$ cat src/rtl/ground_height_ray_triangle_query_unit_macros.svh
// Assertion macros used by the query unit controller.
`ifndef GROUND_HEIGHT_RAY_TRIANGLE_QUERY_UNIT_MACROS_SVH
`define GROUND_HEIGHT_RAY_TRIANGLE_QUERY_UNIT_MACROS_SVH
`ifndef SYNTHESIS
`define GHQ_ASSERT_SAME(label, ante, cons) \
    label: assert property (@(posedge clk) disable iff (!rst_n) (ante) |-> (cons)) \
        else $error("assertion failed");
`define GHQ_ASSERT_NEXT(label, ante, cons) \
    label: assert property (@(posedge clk) disable iff (!rst_n) (ante) |=> (cons)) \
        else $error("assertion failed");
`else
`define GHQ_ASSERT_SAME(label, ante, cons)
`define GHQ_ASSERT_NEXT(label, ante, cons)
`endif
`endif

$ cat src/rtl/ghq_pkg.sv
package ghq_pkg;

    localparam int MAX_TRIANGLES_DEF = 1024;
    localparam int COORD_W = 24;
    localparam int DIFF_W = 25;
    localparam int PROD_W = 50;
    localparam int EDGE_W = 51;
    localparam int MAG_W = 50;
    localparam int HALF_W = 25;
    localparam int DEN_W = 52;
    localparam int PART_W = 50;
    localparam int NUM_W = 77;
    localparam int REM_W = 53;
    localparam int QUO_W = 25;
    localparam int YC_W = 26;
    localparam int COUNT_W = 11;
    localparam int IDX_W = 10;
    localparam int CORNER_W = 2;
    localparam int CORNER_DATA_W = 3 * COORD_W;
    localparam logic signed [YC_W-1:0] SEG_TOP = 26'sd2560000;

    localparam logic CMD_LOAD = 1'b0;
    localparam logic CMD_QUERY = 1'b1;

    // Cycles after an address change at which stage results are settled; DIV_LAST is the last divider step.
    localparam logic [2:0] STEP_TEST = 3'd5;
    localparam logic [2:0] STEP_NUM = 3'd7;
    localparam logic [4:0] DIV_LAST = 5'd24;

    typedef enum logic [2:0] {
        ST_IDLE,
        ST_SCAN,
        ST_DIV,
        ST_CHECK,
        ST_DONE
    } state_t;

    typedef struct packed {
        logic wr;
        logic q_load;
        logic div_init;
        logic div_step;
        logic res_load;
        logic res_hit;
    } ghq_cmd_t;

    typedef struct packed {
        logic in_tri;
        logic seg_ok;
    } ghq_status_t;

endpackage

$ cat src/rtl/ghq_ctrl.sv
`include "ground_height_ray_triangle_query_unit_macros.svh"

module ghq_ctrl #(
    parameter int MAX_TRIANGLES = ghq_pkg::MAX_TRIANGLES_DEF,
    parameter int AW = (MAX_TRIANGLES > 1) ? $clog2(MAX_TRIANGLES) : 1
) (
    input  logic                         clk,
    input  logic                         rst_n,
    input  logic                         in_valid,
    output logic                         in_ready,
    input  logic                         command,
    output logic                         out_valid,
    input  logic                         out_ready,
    output logic                         out_hit,
    input  logic                         cfg_valid,
    output logic                         cfg_ready,
    input  logic [ghq_pkg::COUNT_W-1:0]  cfg_data,
    output ghq_pkg::ghq_cmd_t            cmd,
    input  ghq_pkg::ghq_status_t         status,
    output logic [AW-1:0]                rd_addr
);

    localparam int TW = $clog2(MAX_TRIANGLES + 1);
    localparam int CMPW = (TW > ghq_pkg::COUNT_W) ? TW : ghq_pkg::COUNT_W;

    ghq_pkg::state_t state_reg, state_next;
    logic [ghq_pkg::COUNT_W-1:0] count_reg;
    logic [TW-1:0] scan_reg, scan_next, scan_limit;
    logic [TW-1:0] t_reg, t_next;
    logic [2:0] step_reg, step_next;
    logic [4:0] div_cnt_reg, div_cnt_next;
    logic found_reg, found_next;
    logic out_valid_reg, out_valid_next;
    logic last_tri;
    logic out_free;

    assign scan_limit = (CMPW'(count_reg) > CMPW'(MAX_TRIANGLES))
                      ? TW'(MAX_TRIANGLES) : TW'(count_reg);
    assign last_tri = (t_reg == scan_reg - TW'(1));
    assign out_free = !out_valid_reg || out_ready;
    assign cfg_ready = 1'b1;

    always_ff @(posedge clk or negedge rst_n)
    begin
        if (!rst_n)
        begin
            state_reg <= ghq_pkg::ST_IDLE;
            count_reg <= '0;
            scan_reg <= '0;
            t_reg <= '0;
            step_reg <= '0;
            div_cnt_reg <= '0;
            found_reg <= 1'b0;
            out_valid_reg <= 1'b0;
        end
        else
        begin
            state_reg <= state_next;
            if (cfg_valid && cfg_ready)
            begin
                count_reg <= cfg_data;
            end
            scan_reg <= scan_next;
            t_reg <= t_next;
            step_reg <= step_next;
            div_cnt_reg <= div_cnt_next;
            found_reg <= found_next;
            out_valid_reg <= out_valid_next;
        end
    end

    always_comb
    begin
        state_next = state_reg;
        scan_next = scan_reg;
        t_next = t_reg;
        step_next = step_reg;
        div_cnt_next = div_cnt_reg;
        found_next = found_reg;
        out_valid_next = out_valid_reg && !out_ready;
        in_ready = 1'b0;
        cmd = '0;
        case (state_reg)
            ghq_pkg::ST_IDLE:
            begin
                in_ready = 1'b1;
                if (in_valid)
                begin
                    if (command == ghq_pkg::CMD_LOAD)
                    begin
                        cmd.wr = 1'b1;
                    end
                    else
                    begin
                        cmd.q_load = 1'b1;
                        scan_next = scan_limit;
                        t_next = '0;
                        step_next = '0;
                        found_next = 1'b0;
                        state_next = (scan_limit == '0) ? ghq_pkg::ST_DONE : ghq_pkg::ST_SCAN;
                    end
                end
            end
            ghq_pkg::ST_SCAN:
            begin
                step_next = step_reg + 3'd1;
                if (step_reg == ghq_pkg::STEP_TEST && !status.in_tri)
                begin
                    step_next = '0;
                    if (last_tri)
                    begin
                        state_next = ghq_pkg::ST_DONE;
                    end
                    else
                    begin
                        t_next = t_reg + TW'(1);
                    end
                end
                else if (step_reg == ghq_pkg::STEP_NUM)
                begin
                    cmd.div_init = 1'b1;
                    div_cnt_next = '0;
                    state_next = ghq_pkg::ST_DIV;
                end
            end
            ghq_pkg::ST_DIV:
            begin
                cmd.div_step = 1'b1;
                div_cnt_next = div_cnt_reg + 5'd1;
                if (div_cnt_reg == ghq_pkg::DIV_LAST)
                begin
                    state_next = ghq_pkg::ST_CHECK;
                end
            end
            ghq_pkg::ST_CHECK:
            begin
                step_next = '0;
                if (status.seg_ok)
                begin
                    found_next = 1'b1;
                    state_next = ghq_pkg::ST_DONE;
                end
                else if (last_tri)
                begin
                    state_next = ghq_pkg::ST_DONE;
                end
                else
                begin
                    t_next = t_reg + TW'(1);
                    state_next = ghq_pkg::ST_SCAN;
                end
            end
            ghq_pkg::ST_DONE:
            begin
                if (out_free)
                begin
                    cmd.res_load = 1'b1;
                    cmd.res_hit = found_reg;
                    out_valid_next = 1'b1;
                    state_next = ghq_pkg::ST_IDLE;
                end
            end
            default:
            begin
                state_next = ghq_pkg::ST_IDLE;
            end
        endcase
    end

    logic hit_flag_reg;

    always_ff @(posedge clk or negedge rst_n)
    begin
        if (!rst_n)
        begin
            hit_flag_reg <= 1'b0;
        end
        else if (cmd.res_load)
        begin
            hit_flag_reg <= found_reg;
        end
    end

    assign rd_addr = t_reg[AW-1:0];
    assign out_valid = out_valid_reg;
    assign out_hit = hit_flag_reg;

    `GHQ_ASSERT_SAME(a_scan_in_range, state_reg == ghq_pkg::ST_SCAN, t_reg < scan_reg)
    `GHQ_ASSERT_SAME(a_result_slot_free, cmd.res_load, !out_valid_reg || out_ready)
    `GHQ_ASSERT_NEXT(a_query_starts, in_valid && in_ready && command == ghq_pkg::CMD_QUERY, state_reg != ghq_pkg::ST_IDLE)
    `GHQ_ASSERT_SAME(a_div_bound, state_reg == ghq_pkg::ST_DIV, div_cnt_reg <= ghq_pkg::DIV_LAST)

endmodule

$ cat config.mk
export PLATFORM = sky130hd
export DESIGN_NAME = ghq_ctrl
export DESIGN_NICKNAME = d
export VERILOG_FILES = /design/src/rtl/ghq_pkg.sv /design/src/rtl/ghq_ctrl.sv
export VERILOG_INCLUDE_DIRS = /design/src /design/src/rtl
export SDC_FILE = /design/constraint.sdc
export NUM_CORES = 1
export LEC_CHECK = 0
export ABC_CLOCK_PERIOD_IN_PS = 3260
export CAP_MARGIN = 10
export CELL_PAD_IN_SITES_DETAIL_PLACEMENT = 0
export CELL_PAD_IN_SITES_GLOBAL_PLACEMENT = 1
export CORE_AREA = 4 4 81 83
export CTS_CLUSTER_SIZE = 16
export DETAILED_ROUTE_END_ITERATION = 8
export DIE_AREA = 0 0 85 87
export DONT_BUFFER_PORTS = 1
export PLACE_DENSITY_LB_ADDON = 0.12
export SLEW_MARGIN = 20
export SYNTH_ARGS = -nofsm -noshare
export SYNTH_HDL_FRONTEND = slang
export SYNTH_SLANG_ARGS = --single-unit
$ cat constraint.sdc
create_clock -name clk -period 3.26 [get_ports clk]
set_input_delay 0.652 -clock clk [delete_from_list [all_inputs] [get_ports clk]]
set_output_delay 0.652 -clock clk [all_outputs]
set_load 0.1 [all_outputs]
Yosys cells after proc, flatten, opt, wreduce, memory -nomap -nowiden
Cells that the tools add are included.
{"block": "classes", "add_sub_neg": 4, "multipliers": 0, "div_mod_pow": 0, "magnitude_cmp": 1, "eq_ne": 19, "shifts": 0, "n_mux": 42, "n_bitwise": 0, "reduce_logical": 17}
{"op": "two-way mux 11 bit", "n": 6}
{"op": "two-way mux 3 bit", "n": 13}
{"op": "one-hot mux 11 bit (3 select lines)", "n": 1}
{"op": "inequality test 2 bit, second input constant", "n": 9}
{"op": "one-hot mux 3 bit (5 select lines)", "n": 1}
{"op": "two-way mux 1 bit", "n": 12}
{"op": "adder 11 x 1 -> 11 bit, second input constant", "n": 1}
{"op": "== test 11 bit", "n": 1}
{"op": "> comparator 11 bit, second input constant", "n": 1}
{"op": "zero test 11 bit", "n": 1}
{"op": "subtractor 11 x 1 -> 11 bit, second input constant", "n": 1}
{"op": "two-way mux 5 bit", "n": 2}
{"op": "one-hot mux 5 bit (2 select lines)", "n": 1}
{"op": "== test 3 bit, second input constant", "n": 3}
{"op": "one-hot mux 3 bit (3 select lines)", "n": 1}
{"op": "AND reduction 3 bit", "n": 3}
{"op": "two-way mux 2 bit", "n": 4}
{"op": "== test 3 x 2 -> 1 bit, second input constant", "n": 2}
{"op": "inequality test 3 bit, second input constant", "n": 2}
{"op": "AND reduction 6 bit", "n": 1}
{"op": "adder 5 x 1 -> 5 bit, second input constant", "n": 1}
{"op": "== test 5 bit, second input constant", "n": 1}
{"op": "AND reduction 5 bit", "n": 1}
{"op": "AND reduction 4 bit", "n": 1}
{"op": "other kinds (9)", "n": 13}
{"block": "totals", "register_bits": 47, "latchBits": 0, "ramBits": 0, "mem_bits_ro": 0, "inputBits": 19, "output_inout_bits": 20, "word_cells": 92, "memories": 0}

Logic depth before layout (Yosys ltp)
{"block": "logic_depth", "depth_word": 7, "mapped_depth": 9, "ltp_nobuf": 9}

Least setup slack after synthesis
No wires, ideal clock.
{"block": "synth_path", "path_kind": "reg2out", "startpoint": "register state_reg[2]", "endpoint": "output port cmd[5] (netlist name)", "t_arrival_ns": 4.248, "t_required_ns": 2.608, "slack_ns": -1.640, "path_stages_with_launch": 5, "path_buffers": 1, "path_cell_list": "dfrtp_1 clkbuf_1 nor3_1 nand2_1 nor2_1"}
{"item": "start, declared", "line_no": "ghq_ctrl.sv:26", "text": "ghq_pkg::state_t state_reg, state_next;"}
{"item": "start signal, assigned", "line_no": "ghq_ctrl.sv:47", "text": "state_reg <= ghq_pkg::ST_IDLE;"}
{"item": "start signal, assigned", "line_no": "ghq_ctrl.sv:58", "text": "state_reg <= state_next;"}
{"item": "end, declared", "line_no": "ghq_ctrl.sv:18", "text": "output ghq_pkg::ghq_cmd_t cmd,"}

Worst setup path after layout
{"block": "layout_path", "startpoint": "register scan_reg[0]", "endpoint": "register state_reg[0]"}
{"block": "layout_via", "elab_chain_len": 5, "elab_cells_between_ends": 7, "classes_between": "1 x add/sub; 2 x eq/ne; 3 x mux; 1 x reduce/logical"}
{"item": "start, declared", "line_no": "ghq_ctrl.sv:28", "text": "logic [TW-1:0] scan_reg, scan_next, scan_limit;"}
{"item": "start signal, assigned", "line_no": "ghq_ctrl.sv:63", "text": "scan_reg <= scan_next;"}
{"item": "subtractor 11 x 1 -> 11 bit (*)", "line_no": "ghq_ctrl.sv:39", "text": "assign last_tri = (t_reg == scan_reg - TW'(1));"}
{"item": "== test 11 bit (*)", "line_no": "ghq_ctrl.sv:39"}
{"item": "two-way mux 3 bit", "line_no": "ghq_ctrl.sv:143", "text": "else if (last_tri)"}
{"item": "two-way mux 3 bit", "line_no": "ghq_ctrl.sv:138", "text": "if (status.seg_ok)"}
{"item": "one-hot mux 3 bit (5 select lines)", "line_no": "ghq_ctrl.sv:83", "text": "case (state_reg)"}
Every way passes the cells marked *; elsewhere a longest branch is shown, timed or not.
A chain may end at the register's enable or synchronous reset.

==> results list <==
- The first detailed-routing pass ran for 4 iterations.
* Antenna violations before repair: 0
- Starting density of the core: 48.1%
- The number of nets in the synthesized netlist is 323.
* Mean Syn Cell Area: 9.47 sq um
- Startpoint-to-endpoint class of the critical path: flop to flop
- Final number of hold-violating endpoints: 0
* Max-slew violation count: 0
* Std-Cell Rows: 28
- Highest metal layer with signal wires: met4
- Entering global routing, the biggest net connects 48 pins.
- The routed design uses 2730 microns of met2 wire.
- Tot GR Track Use: 17.3%
* Post-DR wirelength/cell: 16.1 microns
- Worst-path cell chain: inv_1 > ha_1 > nor3b_2 > a31oi_1 > nor4_1 > o2111ai_1 > nor3_2 > nand2_1 > a32o_1
- Based on the critical path, the design can be clocked at up to 0.353 GHz.
- The floorplan step defined a die boundary enclosing 7400 sq um.
- Crit path buf inv count: 1
- Clock-pin slew was measured on the worst setup and hold paths at 0.09 ns.
- I/O Pins: 39
* Data arrival time at the worst-slack endpoint: 3.03 ns
- Core Box Area: 5850 sq um
- Sequential elements use 41.8% of the synthesized area.
- Across the routed clock network, the largest skew measured is 0.00465 ns.
- In this run the clock root is driven by a sky130_fd_sc_hd__clkbuf_8.
- The wire-length estimate of the detail-placed layout is 4600 microns.
* Share of layout cells above drive strength 1: 17.9%
- Fraction of registers with async set/reset: 100%
* Inserted Clock Buffers: 5
- STA classifies the critical path endpoint as a flop.
- The via count of the first global-routing pass came to 2041.
- Yosys synthesis warning count: 0
- Shortest period the worst path allows: 2.83 ns
- In this run, placement finished with an instance count of 374.
* Largest delay share family, worst path: simple AND/OR/NAND/NOR gates
- The clock net in this run drives a total of 47 sinks.
- The filler cells instantiated in the layout total 550.
- Cell area after technology mapping: 2810 sq um
* Rel. slew slack: 26.8%
- The clock reaches the later pin of the worst-skew pair after 0.30 ns.
* Unrepaired setup endpoints after global routing: no
* Setup tns final: 0 ns
- Syn Inst Count: 297
* ANT cells: 0
* Vertical die dimension: 87 microns
* Critical Path Fanout Max: 10
- Number of buffers on the longest clock path: 2
- Setup violations remaining at the end of the flow were counted as 0.
* Final core utilization: 52.1%
- The path class of the tightest hold or removal check is input pin to async pin.
* Width of the die: 85 microns
- The tightest hold path in the finished design has a slack of 0.0332 ns.
- Result of the run: completed
- In the final routing, the length of wire on met1 measures 3000 microns.
- Portion of the clock cycle consumed by the worst path in the final layout: 86.9%
- Number of standard cells in the layout, taps in and fillers out: 382
- Vias after detailed routing: 2138
* Area fraction of the dominant cell type after synthesis: 41.8%
- Leakage power: 0.00136 uW
- Level count of the clock H-tree: 2
- Number of hold-repair buffers added at the cts stage: 0
- CP Data Required Time: 3.46 ns
- At the pin with the least slew margin, the transition time is 1.09 ns.
* Kind of start point of the critical path: flop
- Worst vdd ir: 0.403 mV
* Violation count after the first detailed-route iteration: 143
- TritonCTS built the clock tree.
- After the last flow step, the layout net total stands at 332.
- Once detail routing completed, the nets flagged for antenna violations numbered 0.
- Top cells by area in the synthesized netlist: sky130_fd_sc_hd__dfrtp_1 (42%), sky130_fd_sc_hd__mux2_2 (4.8%), sky130_fd_sc_hd__nand2_1 (4.4%), sky130_fd_sc_hd__ha_1 (3.1%), sky130_fd_sc_hd__buf_4 (2.9%)
* Total of cells resized after clock tree synthesis: 0
* Layout Area Growth over Synthesis: 8.46%
* Post-CTS setup-driven buffer insertion count: 0
- Across the run, the number of max-cap violations was 0.
- CP max stage delay: 0.50 ns
- For this run the aggregate overflow at the end of global routing stands at 0.
- Routed length on met3: 328 microns
- Library cell with the largest summed area after synthesis: sky130_fd_sc_hd__dfrtp_1
* DRC violations left: 0
- Post-synthesis cell type count: 55
* Max stage delay cell, worst path: sky130_fd_sc_hd__nor3_2
- Synthesis inferred 47 register bits.
- In the synthesized netlist the dominant register cell turns out to be sky130_fd_sc_hd__dfrtp_1.
- Most frequent cell after synthesis: sky130_fd_sc_hd__dfrtp_1
- The first global-routing pass estimated 10200 microns of wire.
- List of most frequent post-synthesis cells: sky130_fd_sc_hd__dfrtp_1 (47), sky130_fd_sc_hd__nand2_1 (33), sky130_fd_sc_hd__nor2_1 (18)
- Routability-driven placement finished with a final weighted congestion of 0.834.
- Detailed-route vias per instance: 5.60
* P per Cell Area: 961 nW/um^2
* Final wirelength: 6140 microns
- IO Port Bufs: 0
* Number of enable-type register cells in the synthesized netlist: 0
## per-stage QoR
step	setup WS, ns	power [uW]	instance area, sq um
after floorplan	0.151	2300	2830
after global placement	0.500	2580	2960
after detailed placement	0.434	2590	2960
after CTS	0.407	2960	3050
after global routing	0.163	3150	3050
final	0.427	2930	3050
## layout make-up
class	instances	area (sq um)	area share (%)
Clock buffer	5	68.8	2.26
Clock inverter	3	22.5	0.739
Inverter	16	60.1	1.97
Multi-Input combinational cell	215	1460	47.8
Sequential cell	47	1180	38.6
Tap cell	75	93.8	3.08
Timing Repair Buffer	21	170	5.58
## worst reg2reg max path, delay by kind of cell (launching register included)
family	cells	cell delay [ns]
fa+ha+maj	1	0.17
simple gates	4	1.33
flops	1	0.43
compound gates	3	0.70
buf+inv	1	0.10
## final timing paths
path	depth (start not counted)	start	to	slack [ns]
max	9	scan_reg[0]$_DFFE_PN0P_	state_reg[0]$_DFFE_PN0P_	0.43
min	0	rst_n	step_reg[1]$_DFFE_PN0P_	0.03
max reg2reg	9	scan_reg[0]$_DFFE_PN0P_	state_reg[0]$_DFFE_PN0P_	0.43
min in group clk	1	cfg_data[3]	count_reg[3]$_DFFE_PN0P_	0.49
min reg2reg	2	scan_reg[10]$_DFFE_PN0P_	scan_reg[10]$_DFFE_PN0P_	0.50
max in group asynchronous	0	rst_n	count_reg[7]$_DFFE_PN0P_	3.14
## where the power goes
group          total, uW  internal, uW  leakage [uW]  switching (uW)
clock                360           154     0.0000485             207
combinational       1580           559      0.000721            1020
sequential           994           757      0.000594             237
total               2930          1470       0.00136            1460
## cells by family after synthesis
family / Yosys count / share of synthesized area [%]
simple gates: 118 / 22.6
compound gates: 54 / 13.2
flops: 47 / 41.8
buf+inv: 35 / 6.85
mux: 19 / 7.30
xor+xnor: 16 / 4.98
fa+ha+maj: 7 / 3.12
other cells: 1 / 0.133
## routing by layer
metal / vias up / GRT usage [%]
met3: 8 / 4.82
met1: 1014 / 23.9
met2: 50 / 26.5
met5: - / 0
met4: 0 / 5.18
li1: 1066 / -
## layout by cell type (no fill, tap or decap), types with 5 or more instances in the layout
cell type and count:
sky130_fd_sc_hd__a21oi_1 9, sky130_fd_sc_hd__and3_1 5, sky130_fd_sc_hd__buf_4 20, sky130_fd_sc_hd__clkbuf_8 5, sky130_fd_sc_hd__dfrtp_1 47, sky130_fd_sc_hd__ha_1 7
sky130_fd_sc_hd__inv_1 15, sky130_fd_sc_hd__mux2_2 12, sky130_fd_sc_hd__mux2i_1 7, sky130_fd_sc_hd__nand2_1 33, sky130_fd_sc_hd__nand2b_1 5, sky130_fd_sc_hd__nand3_1 11
sky130_fd_sc_hd__nand3b_1 7, sky130_fd_sc_hd__nor2_1 17, sky130_fd_sc_hd__nor3_1 8, sky130_fd_sc_hd__o21ai_0 13, sky130_fd_sc_hd__o31ai_1 6, sky130_fd_sc_hd__or3_1 5
sky130_fd_sc_hd__xnor2_1 8, sky130_fd_sc_hd__xor2_1 8
(Power assumes the default switching activity.)
